$ cat src/rtl/rlec_pkg.sv
// Shared types and constants for the run-length encoder with ASCII run counts.
package rlec_pkg;

   localparam int unsigned LEN_W    = 11;
   localparam int unsigned QDEPTH   = 4;
   localparam int unsigned QPTR_W   = 2;
   localparam int unsigned QCNT_W   = 3;

   localparam logic [7:0] ASCII_ZERO       = 8'd48;
   localparam logic [7:0] RUN_CODE_CAP     = 8'd254;
   localparam logic [7:0] MAX_RUN_CODE_RST = 8'd57;

   typedef struct packed {
      logic [7:0]       symbol;
      logic [7:0]       count_code;
      logic             final_pair;
      logic [LEN_W-1:0] encoded_length;
      logic             worth_keeping;
   } pair_type;

   typedef struct packed {
      logic             room;
      logic             any;
      logic [QCNT_W-1:0] level;
   } queue_status_type;

endpackage

$ cat src/rtl/rlec_queue.sv
// Result queue: takes up to two pairs per cycle, hands out one per transfer.
module rlec_queue (
   input  logic                         clock,
   input  logic                         reset,
   input  logic [1:0]                   push_num,
   input  rlec_pkg::pair_type           push_first,
   input  rlec_pkg::pair_type           push_second,
   input  logic                         pop,
   output rlec_pkg::pair_type           head,
   output rlec_pkg::queue_status_type   status
);

   rlec_pkg::pair_type                  mem_ff [rlec_pkg::QDEPTH];
   logic [rlec_pkg::QPTR_W-1:0]         wr_ptr_ff, wr_ptr_in;
   logic [rlec_pkg::QPTR_W-1:0]         rd_ptr_ff, rd_ptr_in;
   logic [rlec_pkg::QCNT_W-1:0]         level_ff, level_in;
   logic [rlec_pkg::QPTR_W-1:0]         wr_next;

   assign wr_next = wr_ptr_ff + rlec_pkg::QPTR_W'(1);

   always_comb begin
      wr_ptr_in = wr_ptr_ff + rlec_pkg::QPTR_W'(push_num);
      rd_ptr_in = rd_ptr_ff + rlec_pkg::QPTR_W'(pop);
      level_in  = level_ff + rlec_pkg::QCNT_W'(push_num) - rlec_pkg::QCNT_W'(pop);
   end

   always_ff @(posedge clock) begin
      if (reset) begin
         wr_ptr_ff <= '0;
         rd_ptr_ff <= '0;
         level_ff  <= '0;
      end else begin
         wr_ptr_ff <= wr_ptr_in;
         rd_ptr_ff <= rd_ptr_in;
         level_ff  <= level_in;
      end
   end

   always_ff @(posedge clock) begin
      if (push_num != 2'd0) begin
         mem_ff[wr_ptr_ff] <= push_first;
      end
      if (push_num == 2'd2) begin
         mem_ff[wr_next] <= push_second;
      end
   end

   assign head         = mem_ff[rd_ptr_ff];
   assign status.any   = (level_ff != '0);
   assign status.room  = (level_ff <= rlec_pkg::QCNT_W'(rlec_pkg::QDEPTH - 2));
   assign status.level = level_ff;

endmodule

$ cat src/rtl/run_length_encoder_ascii_count.sv
// Top level: run-length encoder emitting (symbol, ASCII count) pairs per block.
//
//  channel  dir  group                 payload
//  req      in   tvalid/tready/tlast   tdata = data_byte; tlast = last_byte
//  rsp      out  tvalid/tready/tlast   tdata = symbol, count_code, encoded_length;
//                                      tlast = final_pair; tuser = worth_keeping
//  csr      in   wr_en/wr_data         max_run_code
//
// One byte accepted per cycle while the queue has room; each byte yields 0, 1 or 2 pairs into a 4-entry queue.
// Pairs are written into the registered queue and leave it one pair per rsp transfer.
// A byte is taken while the queue holds at most two pairs, leaving room for the closed
// run plus final pair that a block's last byte can push.
// Synchronous reset clears the run state, counters and queue; max_run_code returns to 57.
module run_length_encoder_ascii_count #(
   parameter int unsigned MAX_BLOCK_LEN = 512
) (
   input  logic        clock,
   input  logic        reset,
   input  logic        req_tvalid,
   output logic        req_tready,
   input  logic [7:0]  req_tdata,   // [7:0] data_byte
   input  logic        req_tlast,
   output logic        rsp_tvalid,
   input  logic        rsp_tready,
   output logic [31:0] rsp_tdata,   // [7:0] symbol, [15:8] count_code, [26:16] encoded_length
   output logic        rsp_tlast,
   output logic        rsp_tuser,   // [0] worth_keeping
   input  logic        csr_wr_en,
   input  logic [7:0]  csr_wr_data
);

   localparam int unsigned IC_W    = $clog2(MAX_BLOCK_LEN + 1);
   localparam int unsigned OLIM_I  = (2 * MAX_BLOCK_LEN > 2047) ? 2047 : 2 * MAX_BLOCK_LEN;
   localparam int unsigned LEN_W   = rlec_pkg::LEN_W;
   localparam int unsigned CMP_W   = (IC_W > LEN_W) ? IC_W : LEN_W;
   localparam logic [LEN_W:0]  OLIM   = (LEN_W + 1)'(OLIM_I);
   localparam logic [IC_W-1:0] IC_MAX = IC_W'(MAX_BLOCK_LEN);

   logic [7:0]        max_code_ff;
   logic [7:0]        prev_ff, prev_in;
   logic [7:0]        run_code_ff, run_code_in;
   logic              have_prev_ff, have_prev_in;
   logic [IC_W-1:0]   in_count_ff, in_count_in;
   logic [LEN_W-1:0]  out_count_ff, out_count_in;

   logic              accept;
   logic              close_run;
   logic [7:0]        new_code;
   logic [IC_W-1:0]   ic_step;
   logic [LEN_W:0]    sum_one;
   logic [LEN_W-1:0]  oc_one;
   logic [LEN_W:0]    sum_two;
   logic [LEN_W-1:0]  oc_two;
   logic [LEN_W-1:0]  oc_fin;
   logic [1:0]        push_num;

   rlec_pkg::pair_type         closed_pair, fin_pair, first_pair, head;
   rlec_pkg::queue_status_type qstat;

   assign req_tready = qstat.room;
   assign accept     = req_tvalid & req_tready;

   always_ff @(posedge clock) begin
      if (reset) begin
         max_code_ff <= rlec_pkg::MAX_RUN_CODE_RST;
      end else if (csr_wr_en) begin
         max_code_ff <= csr_wr_data;
      end
   end

   always_comb begin
      close_run = have_prev_ff && ((req_tdata != prev_ff) || (run_code_ff == max_code_ff)
                                  || (run_code_ff >= rlec_pkg::RUN_CODE_CAP));
      new_code  = (close_run || !have_prev_ff) ? rlec_pkg::ASCII_ZERO
                                               : run_code_ff + 8'd1;
      ic_step   = (in_count_ff < IC_MAX) ? in_count_ff + IC_W'(1) : in_count_ff;

      sum_one   = {1'b0, out_count_ff} + (LEN_W + 1)'(2);
      oc_one    = (sum_one > OLIM) ? OLIM[LEN_W-1:0] : sum_one[LEN_W-1:0];
      sum_two   = {1'b0, oc_one} + (LEN_W + 1)'(2);
      oc_two    = (sum_two > OLIM) ? OLIM[LEN_W-1:0] : sum_two[LEN_W-1:0];
      oc_fin    = close_run ? oc_two : oc_one;

      closed_pair.symbol         = prev_ff;
      closed_pair.count_code     = run_code_ff + 8'd1;
      closed_pair.final_pair     = 1'b0;
      closed_pair.encoded_length = oc_one;
      closed_pair.worth_keeping  = 1'b0;

      fin_pair.symbol            = req_tdata;
      fin_pair.count_code        = new_code + 8'd1;
      fin_pair.final_pair        = 1'b1;
      fin_pair.encoded_length    = oc_fin;
      fin_pair.worth_keeping     = (CMP_W'(oc_fin) < CMP_W'(ic_step));

      first_pair = close_run ? closed_pair : fin_pair;
      push_num   = accept ? (2'(close_run) + 2'(req_tlast)) : 2'd0;

      prev_in      = prev_ff;
      run_code_in  = run_code_ff;
      have_prev_in = have_prev_ff;
      in_count_in  = in_count_ff;
      out_count_in = out_count_ff;
      if (accept) begin
         if (req_tlast) begin
            prev_in      = '0;
            run_code_in  = rlec_pkg::ASCII_ZERO;
            have_prev_in = 1'b0;
            in_count_in  = '0;
            out_count_in = '0;
         end else begin
            prev_in      = req_tdata;
            run_code_in  = new_code;
            have_prev_in = 1'b1;
            in_count_in  = ic_step;
            out_count_in = close_run ? oc_one : out_count_ff;
         end
      end
   end

   always_ff @(posedge clock) begin
      if (reset) begin
         prev_ff      <= '0;
         run_code_ff  <= rlec_pkg::ASCII_ZERO;
         have_prev_ff <= 1'b0;
         in_count_ff  <= '0;
         out_count_ff <= '0;
      end else begin
         prev_ff      <= prev_in;
         run_code_ff  <= run_code_in;
         have_prev_ff <= have_prev_in;
         in_count_ff  <= in_count_in;
         out_count_ff <= out_count_in;
      end
   end

   rlec_queue u_queue (
      .clock       (clock),
      .reset       (reset),
      .push_num    (push_num),
      .push_first  (first_pair),
      .push_second (fin_pair),
      .pop         (rsp_tvalid & rsp_tready),
      .head        (head),
      .status      (qstat)
   );

   assign rsp_tvalid = qstat.any;
   assign rsp_tdata  = {5'd0, head.encoded_length, head.count_code, head.symbol};
   assign rsp_tlast  = head.final_pair;
   assign rsp_tuser  = head.worth_keeping;

   // block end restores the idle run state
   assert property (@(posedge clock) disable iff (reset)
      accept && req_tlast |=> !have_prev_ff && (out_count_ff == '0))
      else $error("run state not cleared after last byte");

   // only the final pair may report a shrink
   assert property (@(posedge clock) disable iff (reset)
      rsp_tvalid && !rsp_tlast |-> !rsp_tuser)
      else $error("worth_keeping set on non-final pair");

   // run code never passes the hard cap
   assert property (@(posedge clock) disable iff (reset)
      run_code_ff <= rlec_pkg::RUN_CODE_CAP)
      else $error("run code beyond cap");

   // queue never overfills
   assert property (@(posedge clock) disable iff (reset)
      qstat.level <= rlec_pkg::QCNT_W'(rlec_pkg::QDEPTH))
      else $error("result queue overflow");

endmodule

$ cat config.mk
export PLATFORM = sky130hd
export DESIGN_NAME = run_length_encoder_ascii_count
export DESIGN_NICKNAME = d
export VERILOG_FILES = /design/src/rtl/rlec_pkg.sv /design/src/rtl/rlec_queue.sv /design/src/rtl/run_length_encoder_ascii_count.sv
export SDC_FILE = /design/constraint.sdc
export NUM_CORES = 1
export LEC_CHECK = 0
export ABC_AREA = 1
export BUFFER_PORTS_ARGS = -buffer_cell sky130_fd_sc_hd__buf_4
export CORE_MARGIN = 2
export CORE_UTILIZATION = 60
export CTS_CLUSTER_SIZE = 28
export DETAILED_ROUTE_END_ITERATION = 6
export PLACE_DENSITY = 0.79
export SYNTH_ARGS = -nofsm -noshare
export SYNTH_HDL_FRONTEND = slang
export SYNTH_SLANG_ARGS = --single-unit
$ cat constraint.sdc
create_clock -name clock -period 5.1 [get_ports clock]
set_clock_uncertainty 0.05 [all_clocks]
set_input_delay 0.765 -clock clock [delete_from_list [all_inputs] [get_ports clock]]
set_output_delay 0.765 -clock clock [all_outputs]
set_load 0.05 [all_outputs]
### Word-level counts from Yosys, hierarchy flattened

Memories as Yosys holds them, arrays and structs flattened. A register that Yosys moved wholly into a read port is not among the register bits.
Cells that the tools add are included.

* output and inout port bits: 36
* logic and storage cells: 59
* bits of input ports: 22
* RAM bits: 116
* memories kept: 1
* bits in registers: 53

Memories
* u_queue.mem_ff: words 4, width 29, read ports 1, clocked after memory_dff 1, write ports 2, line rlec_queue.sv:13 `rlec_pkg::pair_type mem_ff [rlec_pkg::QDEPTH];`

* equal/unequal tests: 3
* $add $sub $neg: 11
* mux-type cells: 18
* magnitude comparators: 6
* bitwise operators: 2
* reductions and logical operators: 9

Operator list (count)
* $mux 11: 5
* $mux 29: 1
* $add 11x2->12 const B: 2
* $gt 12x11->1 const B: 2
* $mux 8: 3
* $mux 10: 2
* $add 8x1->8 const B: 2
* $lt 11x10->1: 1
* $add 10x1->10 const B: 1
* $lt 10x10->1 const B: 1
* $eq 8x8->1: 1
* $ge 8x8->1 const B: 1
* $ne 8x8->1: 1
* $mux 1: 5
* $mux 2: 2
* $reduce_bool 2->1: 2
* $add 3x2->3: 1
* $le 3x2->1 const B: 1
* $logic_or 1x1->1: 3
* $reduce_bool 3->1: 1
* $sub 3x1->3: 1
* $add 1x1->2: 1
* $add 2x1->2: 1
* $add 2x1->2 const B: 1
* 6 further kinds: 7

### Longest topological paths before layout

Gate-level depths: netlist of the first run.

* word-level depth: 9
* mapped depth: 34
* gate-level depth less buffers: 33

### Hierarchy

Synthesis of the first run repeated with hierarchy kept, for this count alone.

* cells, all modules: 1278
* area, all modules: 9883.2 um^2

Modules (own cells, without submodules)
* rlec_queue: area an instance 6252.2 um^2, cells an instance 687, sequential area each 3623.5 um^2, times used 1
* run_length_encoder_ascii_count: area an instance 3631.0 um^2, cells an instance 591, sequential area each 920.9 um^2, times used 1

### Worst setup path after synthesis of the first run

Ideal clock, no wire load.

* path type: flip-flop to flip-flop
* from: reg out_count_ff[1]
* to: mem u_queue.mem_ff[0][0] (netlist bit) (data pin)
* period minus slack after synthesis: 4.031 ns
* library setup time: 0.142 ns
* required time: 4.908 ns
* path buffers: 1
* arrival time: 3.839 ns
* setup slack: 1.069 ns
* cell stages (with the launch flop): 32
* path through: dfxtp_1 > ha_1 > nand3_1 > nand2_1 > nand2_2 > inv_1 > nand2_1 > nor2_1 > nand3_1 > nand2_2 > buf_6 > inv_1 > nor2_1 > ha_1 > inv_1 > nor2_1 > nand3_2 > o21ai_1 > nand2_1 > nor2_1 > nand3_2 > nand2_2 > nand2_4 > o22ai_2 > ha_1 > nand2_1 > o21ai_0 > a21oi_1 > o21bai_1 > a211oi_1 > nand2_1 > nor2_1

RTL lines
* start: declaration: line run_length_encoder_ascii_count.sv:44 `logic [LEN_W-1:0] out_count_ff, out_count_in;`
* start signal: assignment: line run_length_encoder_ascii_count.sv:133 `out_count_ff <= out_count_in;`
* end: declaration: line rlec_queue.sv:13

==> metrics.md, run 1 <==
| Metric | Value |
|---|---|
| Status | finished clean |
| Share of cells above drive strength 1 | 12.1% |
| Arr. time, crit path | 4.85 ns |
| Slew HR | 18.2% |
| Fill cells | 1215 |
| WP data required | 5.35 ns |
| Total track usage | 30.4% |
| Post-synth EDFFs | 112 |
| Commonest register cell after synthesis | edfxtp_1 |
| Layout Cells excl Fill | 1372 |
| DRC viols | 0 |
| Final wirelength | 24.6 mm |
| Io pins | 58 |
| H-tree lvl count | 4 |
| Fmax | 217 MHz |
| Int Pwr | 2.79 mW |
| Synth Warn # | 0 |
| Global-route wire length before repair | 39.2 mm |
| Reg clk slew, reported paths | 0.07 ns |
| Vias in the first global route | 7714 |
| Sw power | 1.77 mW |
| Fin Setup TNS | 0 ns |
| Via Count | 8328 |
| Average footprint of a synthesized cell | 8.26 sq um |
| R2r endpoint | u_queue.mem_ff[0][0] |
| Hold crit path type | reg -> reg |
| Hold path startpoint | u_queue.mem_ff[3][12] |
| Initial antenna violation count | 0 |
| Unique cell type count in the Yosys netlist | 48 |
| Flop pwr share | 35.4% |
| Setup CP Type | reg -> reg |
| Power density cells | 433 nW/um^2 |
| CORE AREA | 15200 sq um |
| CP peak stage delay | 0.45 ns |
| Reg2reg setup slack | 0.49 ns |
| Largest net degree at the start of global routing | 60 |
| Max_cap viols | 0 |
| Critical Path End Type | flip-flop |
| Placed Cells | 1340 |
| Area of the multi-input gates | 4190 sq um |
| Leakage | 4.07 nW |
| Avg Vias per Cell | 6.07 |
| Total CTS buffers | 17 |
| Die Wd | 129 um |
| Slew @ Worst Pin | 1.23 ns |
| Clock network fraction of total power | 29.5% |
| Max VDD drop | 307 uV |
| Comb pwr share | 35.1% |
| Clk root buf | clkbuf_16 |
| Total grt overflow | 0 |
| Sequential area share after synthesis | 48.2% |
| RSZ-0062 raised after global routing | false |
| Startpoint Class | flip-flop |
| Worst-Skew Late Latency | 0.44 ns |
| Hold Vio Cnt, Final | 0 |
| # rows | 45 |
| Area of the mapped netlist | 9340 sq um |
| Final ANT Viol Nets | 0 |
| Slowest CP cell | dfxtp_1 |
| Ys async rst share | 0% |
| Area grow syn2layout | 12.7% |
| Reg-to-Reg Start | out_count_ff[1] |
| Switching share of power | 38.7% |
| Avg WL per Cell | 17.9 um |
| Max Root-Sink Buffers | 2 |
| Die area | 16600 sq um |
| Port bufs | 52 |
| Initial drt markers | 1033 |
| N_diodes | 0 |
| CTS Hold Buffers Added | 0 |
| Max Slew Vio Count | 0 |
| Final Setup Violations | 0 |
| Reg area | 4510 sq um |
| Worst Hold Endpoint | u_queue.mem_ff[3][12] |
| CTS tree | yes |
| Clk sinks | 169 |
| Nets | 1216 |
| Post-synthesis register bit count | 169 |
| DP Wirelength | 16.2 mm |
| TritonRoute pass-1 iters | 5 |
| Fin crit share | 90.3% |
| Min cycle time layout | 4.61 ns |
| Largest fanout on the critical path | 12 |
| Mapped Cells | 1131 |
| Placer's final routability congestion estimate | 0.945 |
| R2R cell count | 30 |
| Worst Hold Path Cells | 2 |
| Die H | 129 um |
| Initial core utilization | 61.4% |
-- timing repair --
| action | CTS | global route |
|---|---|---|
| setup endpoints to repair | 0 | 3 |
| resized for setup | 0 | 1 |
| buffers inserted | 0 | 0 |
-- area by class of cell --
type	instances	share of cell area, %
multi-input cells	797	39.8
inverters	113	4.05
clock inverters	13	1.59
well taps	188	2.23
clock buffers	19	4.21
flip-flops and latches	169	42.8
repair buffers	73	5.33
-- synth_stat cells, drive strengths merged, types with 3 or more instances --
| cell | n | area (sq um) |
|---|---|---|
| xor2 | 19 | 166 |
| or2 | 4 | 25.0 |
| clkbuf | 48 | 180 |
| buf | 8 | 61.3 |
| nand3b | 3 | 22.5 |
| nand3 | 38 | 205 |
| inv | 109 | 412 |
| dfxtp | 57 | 1140 |
| nor2 | 152 | 583 |
| o21ai | 126 | 676 |
| ha | 22 | 275 |
| clkinv | 4 | 15.0 |
| nor4 | 3 | 18.8 |
| o211ai | 7 | 52.6 |
| o21bai | 3 | 22.5 |
| nor3 | 14 | 75.1 |
| a21oi | 40 | 204 |
| nand4 | 8 | 56.3 |
| o22ai | 97 | 619 |
| a211oi | 5 | 37.5 |
| a22oi | 3 | 22.5 |
| xnor2 | 13 | 114 |
| nand2 | 227 | 910 |
| edfxtp | 112 | 3360 |
-- cells in the final DEF, fill, tap and decap left out, types with 4 or more instances in the layout --
cell / synthesis / final
buf_4: 6 / 72
clkbuf_16: 0 / 17
ha_1: 22 / 22
or2_2: 4 / 4
xnor2_1: 13 / 13
a211oi_1: 5 / 5
a21oi_1: 39 / 39
o211ai_1: 7 / 7
nand2_2: 11 / 10
nand4_1: 7 / 7
nand2_4: 4 / 5
xor2_1: 19 / 19
clkinv_1: 4 / 4
nor2_1: 149 / 148
nand3_1: 35 / 35
o21ai_1: 10 / 10
dfxtp_1: 57 / 56
inv_1: 106 / 106
nand2_1: 212 / 212
nor3_1: 13 / 13
conb_1: 1 / 5
o22ai_1: 95 / 95
o21ai_0: 112 / 112
edfxtp_1: 112 / 112
o21ai_4: 4 / 4
-- how the worst max path moves through the flow --
| stage | from | end | slack, ns | cells after the start |
|---|---|---|---|---|
| 4_1_cts | out_count_ff[1] | u_queue.mem_ff[0][0] | 0.49 | 30 |
| 3_5_place_dp | out_count_ff[1] | u_queue.mem_ff[0][0] | 0.54 | 30 |
| 5_1_grt | out_count_ff[1] | u_queue.mem_ff[0][0] | 0.06 | 30 |
| 6_report | out_count_ff[1] | u_queue.mem_ff[0][0] | 0.49 | 30 |
| 2_1_floorplan | out_count_ff[1] | u_queue.mem_ff[0][0] | 1.07 | 31 |
| 3_3_place_gp | out_count_ff[1] | u_queue.mem_ff[0][0] | 0.77 | 30 |
-- registers in the layout (all words and copies together) (netlist names), 2 cells and up --
signal             count
u_queue.mem_ff       116
out_count_ff          11
in_count_ff           10
max_code_ff            8
prev_ff                8
run_code_ff            8
u_queue.level_ff       3
u_queue.rd_ptr_ff      2
u_queue.wr_ptr_ff      2
-- power by group through the flow --
stage / sequential (mW) / clock (mW) / combinational [mW]
3_3_place_gp: 1.64 / 0 / 1.57
5_1_grt: 1.62 / 1.40 / 1.72
6_report: 1.61 / 1.34 / 1.60
3_5_place_dp: 1.64 / 0 / 1.59
4_1_cts: 1.61 / 1.35 / 1.60
2_1_floorplan: 1.63 / 0 / 1.13
-- routing by layer --
metal  wire length, um  part of all wire (%)  GRT usage [%]
met5                 0                     0              0
met4               628                   2.6           11.6
met3              2660                    11           6.20
met2             11000                    45           47.1
met1             10200                    42           42.6
-- cells by family after synthesis --
group / share of synthesized area, %
AOI/OAI and AO/OA: 18.0
xor gates and xnor gates: 3.00
adders and majority gates: 3.16
buffers and inverters: 7.16
DFF: 48.2
other: 0.0402
and+or+nand+nor: 20.4
-- critical path, delay by kind of cell (launching register included) --
family | cells | cell delay [ns]
AND/OR/NAND/NOR | 18 | 2.07
AO/OA/AOI/OAI | 6 | 0.88
adder cells (fa/ha/maj) | 3 | 0.76
flip-flops | 1 | 0.45
buffers and inverters | 3 | 0.24
-- stage by stage --
stage                     util (%)  power (mW)  hold slack [ns]  setup slack (ns)  area, sq um
after floorplan                  -        2.77            0.372              1.07         9350
after global placement        65.2        3.20            0.389             0.768         9910
after detailed placement      65.2        3.23            0.391             0.538         9910
after CTS                     69.2        4.56            0.409             0.493        10500
after global routing          69.2        4.75            0.416            0.0632        10500
final                         69.2        4.56            0.413             0.494        10500
Note: power is estimated with default switching activity, not from simulation.
==> run 2: changes to the inputs <==
Settings changed: ABC_AREA 1 to not set, ABC_CLOCK_PERIOD_IN_PS set to 5100.
==> run 2 against run 1 <==
Final cell count shrank 11%. Routed wire length grew 9.6%. Critical path depth decreased by 8. Largest cell class is now multi-input gates. First-iteration DRC count fell by 13%. Via count fell by 2.6%. Critical endpoint is now u_queue.mem_ff[1][0]. Sequential power grew 4%. Total power fell by 4.6%. Register-to-register slack got worse by 0.36 ns. Design area up 5.9%. Synthesized cell count shrank 19%. Global-route usage is 1.9 points higher.
==> metrics.md, run 2 <==
| Metric | Value |
|---|---|
| Clock network fraction of total power | 30.9% |
| Register bank with the most flops | u_queue.mem_ff |
| Initial core utilization | 60.9% |
| CTS Hold Buffers Added | 0 |
| Post-synth EDFFs | 112 |
| Total track usage | 32.3% |
| Synth Warn # | 0 |
| Clk sinks | 169 |
| Min cycle time layout | 4.97 ns |
| Largest fanout on the critical path | 6 |
| Cell repeated most along the worst path | a21o_1 |
| Fill cells | 1121 |
| Switching share of power | 34.4% |
| Nets | 1039 |
| Flop pwr share | 38.4% |
| Unique cell type count in the Yosys netlist | 79 |
| Hold Vio Cnt, Final | 0 |
| Port bufs | 52 |
| Global-route wire length before repair | 41.5 mm |
| Most common cell after layout, fill and taps aside | buf_4 |
| Sw power | 1.50 mW |
| Count leader, synth | edfxtp_1 |
| Initial drt markers | 898 |
| Leakage | 3.95 nW |
| Slew HR | 43.7% |
| TritonRoute pass-1 iters | 5 |
| Clk root buf | clkbuf_16 |
| Critical path depth in cells | 22 |
| Reg clk slew, reported paths | 0.06 ns |
| Area grow syn2layout | 16.5% |
| Final wirelength | 26.9 mm |
| Hold crit path type | reg -> reg |
| Slew @ Worst Pin | 0.845 ns |
| # rows | 46 |
| R2R cell count | 22 |
| Max FFs per register | 116 |
| H-tree lvl count | 4 |
| Fin crit share | 97.4% |
| Final ANT Viol Nets | 0 |
| Initial antenna violation count | 0 |
| Fmax | 201 MHz |
| Crit-path cells | ha_2 -> nand3_2 -> nor2_2 -> o211a_1 -> o221ai_1 -> nand2_1 -> nand2b_1 -> inv_2 -> ha_4 -> o221ai_2 -> or3_1 -> a2111o_1 -> a211oi_2 -> a41oi_2 -> o22ai_2 -> ha_1 -> a21o_1 -> a21o_1 -> a21oi_1 -> o211ai_1 -> or3b_4 -> nor2b_1 |
| Max VDD drop | 326 uV |
| DRC viols | 0 |
| CP peak stage delay | 0.43 ns |
| Final Setup Violations | 0 |
| Synth top area cells | edfxtp_1 (35%), dfxtp_1 (12%), mux4_2 (6.8%), a21oi_1 (3.8%), nor2_1 (3.6%) |
| Avg Vias per Cell | 6.63 |
| Area of the multi-input gates | 4690 sq um |
| Sequential area share after synthesis | 47.1% |
| CTS tree | yes |
| Setup CP Type | reg -> reg |
| Slowest CP cell | a2111o_1 |
| N_diodes | 0 |
| Die H | 130 um |
| Arr. time, crit path | 5.20 ns |
| Critical Path End Type | flip-flop |
| Status | finished clean |
| Mapped Cells | 918 |
| Avg WL per Cell | 22.0 um |
| Reg area | 4510 sq um |
| Io pins | 58 |
| Share of cells above drive strength 1 | 21.0% |
| Max_cap viols | 0 |
| CP top delay family | compound AO/OA/AOI/OAI gates |
| Die area | 17000 sq um |
| Area of the mapped netlist | 9570 sq um |
| Largest net degree at the start of global routing | 54 |
| Biggest regs | u_queue.mem_ff: 116 flops, out_count_ff: 11 flops, in_count_ff: 10 flops |
| CORE AREA | 15700 sq um |
| Via Count | 8114 |
| Startpoint Class | flip-flop |
| DP Wirelength | 18.4 mm |
| WP data required | 5.33 ns |
| Comb pwr share | 30.7% |
| Post-layout util | 71.0% |
| Synth top cells by count | edfxtp_1 (112), nor2_1 (93), a21oi_1 (72) |
| Crit path launch | out_count_ff[2] |
| Max Slew Vio Count | 0 |
| R2r endpoint | u_queue.mem_ff[1][0] |
| Worst-Skew Late Latency | 0.43 ns |
| Post-synthesis register bit count | 169 |
| Worst Hold Endpoint | out_count_ff[1] |
| Int Pwr | 2.85 mW |
| Max Root-Sink Buffers | 2 |
| Power density cells | 390 nW/um^2 |
| Worst Hold Path Cells | 2 |
| Die Wd | 130 um |
| Area leader, netlist | edfxtp_1 |
| Reg2reg setup slack | 0.13 ns |
| Total grt overflow | 0 |
| Commonest register cell after synthesis | edfxtp_1 |
| Reg-to-Reg Start | out_count_ff[2] |
| Placer's final routability congestion estimate | 1.01 |
| Ys async rst share | 0% |
| WP buf/inv | 1 |
| Fin Setup TNS | 0 ns |
| Average footprint of a synthesized cell | 10.4 sq um |
| Final Total Pwr | 4.35 mW |
| Vias in the first global route | 7632 |
| Post-synth top area share | 35.2% |
| Hold path startpoint | out_count_ff[1] |
| Most frequent cells in the layout | buf_4 (118), edfxtp_1 (112), nor2_1 (92), a21oi_1 (72), nand2_1 (58) |
| Total CTS buffers | 17 |
## run 2: kinds of logic (layout without fill, tap and decap cells)
group	count (synthesis)	in the layout	share of synthesized area, %
fa+ha+maj	23	23	3.09
mux	38	38	7.79
buf+inv	96	181	4.62
other cells	1	5	0.0392
xor+xnor	51	51	4.67
compound gates	252	252	17.8
simple gates	288	288	14.9
flops	169	169	47.1
## run 2: tightest hold or removal path, cell delays in order (launching register included)
cell	delay [ns]
dfxtp_1	0.35
nand2_1	0.07
a21oi_1	0.05
## run 2: worst max path at each step
stage | endpoint | slack (ns)
global placement | u_queue.mem_ff[1][0] | 0.10
CTS | u_queue.mem_ff[1][0] | 0.02
global route | u_queue.mem_ff[3][0] | -0.15
detailed placement | u_queue.mem_ff[1][0] | -0.12
floorplan | u_queue.mem_ff[1][0] | 0.02
finish | u_queue.mem_ff[1][0] | 0.13
## run 2: timing repair
action                     CTS  global route
setup buffers                1             2
pin swaps                    1             4
setup endpoints to repair    4             4
gates resized for setup      5             8
## run 2: per-layer routing
metal,vias up,share of wire [%],GRT usage (%)
met5,-,0,0
met4,0,3.6,14.8
met3,108,11,7.30
met2,591,46,50.3
met1,3789,39,43.5
li1,3626,-,-
## run 2: layout make-up
class | instances | share of cell area [%]
Timing Repair Buffer | 122 | 8.66
Clock buffer | 19 | 3.97
Tap cell | 216 | 2.42
Sequential cell | 169 | 40.4
Clock inverter | 13 | 1.50
Inverter | 27 | 0.909
Multi-Input combinational cell | 657 | 42.1
## run 2: power by group through the flow
stage	sequential, mW	clock (mW)	combinational, mW
global placement	1.69	0	1.29
global route	1.68	1.40	1.41
floorplan	1.63	0	0.980
detailed placement	1.70	0	1.31
finish	1.67	1.35	1.33
CTS	1.67	1.35	1.32
## run 2: through the flow
step	setup WS, ns	instance area, sq um	cells	hold WS (ns)
6_report	0.134	11100	1223	0.457
5_1_grt	-0.152	11100	1223	0.480
4_1_cts	0.0154	11100	1221	0.455
3_5_place_dp	-0.124	10500	1188	0.444
3_3_place_gp	0.102	10500	1188	0.435
2_1_floorplan	0.0215	9580	922	0.416
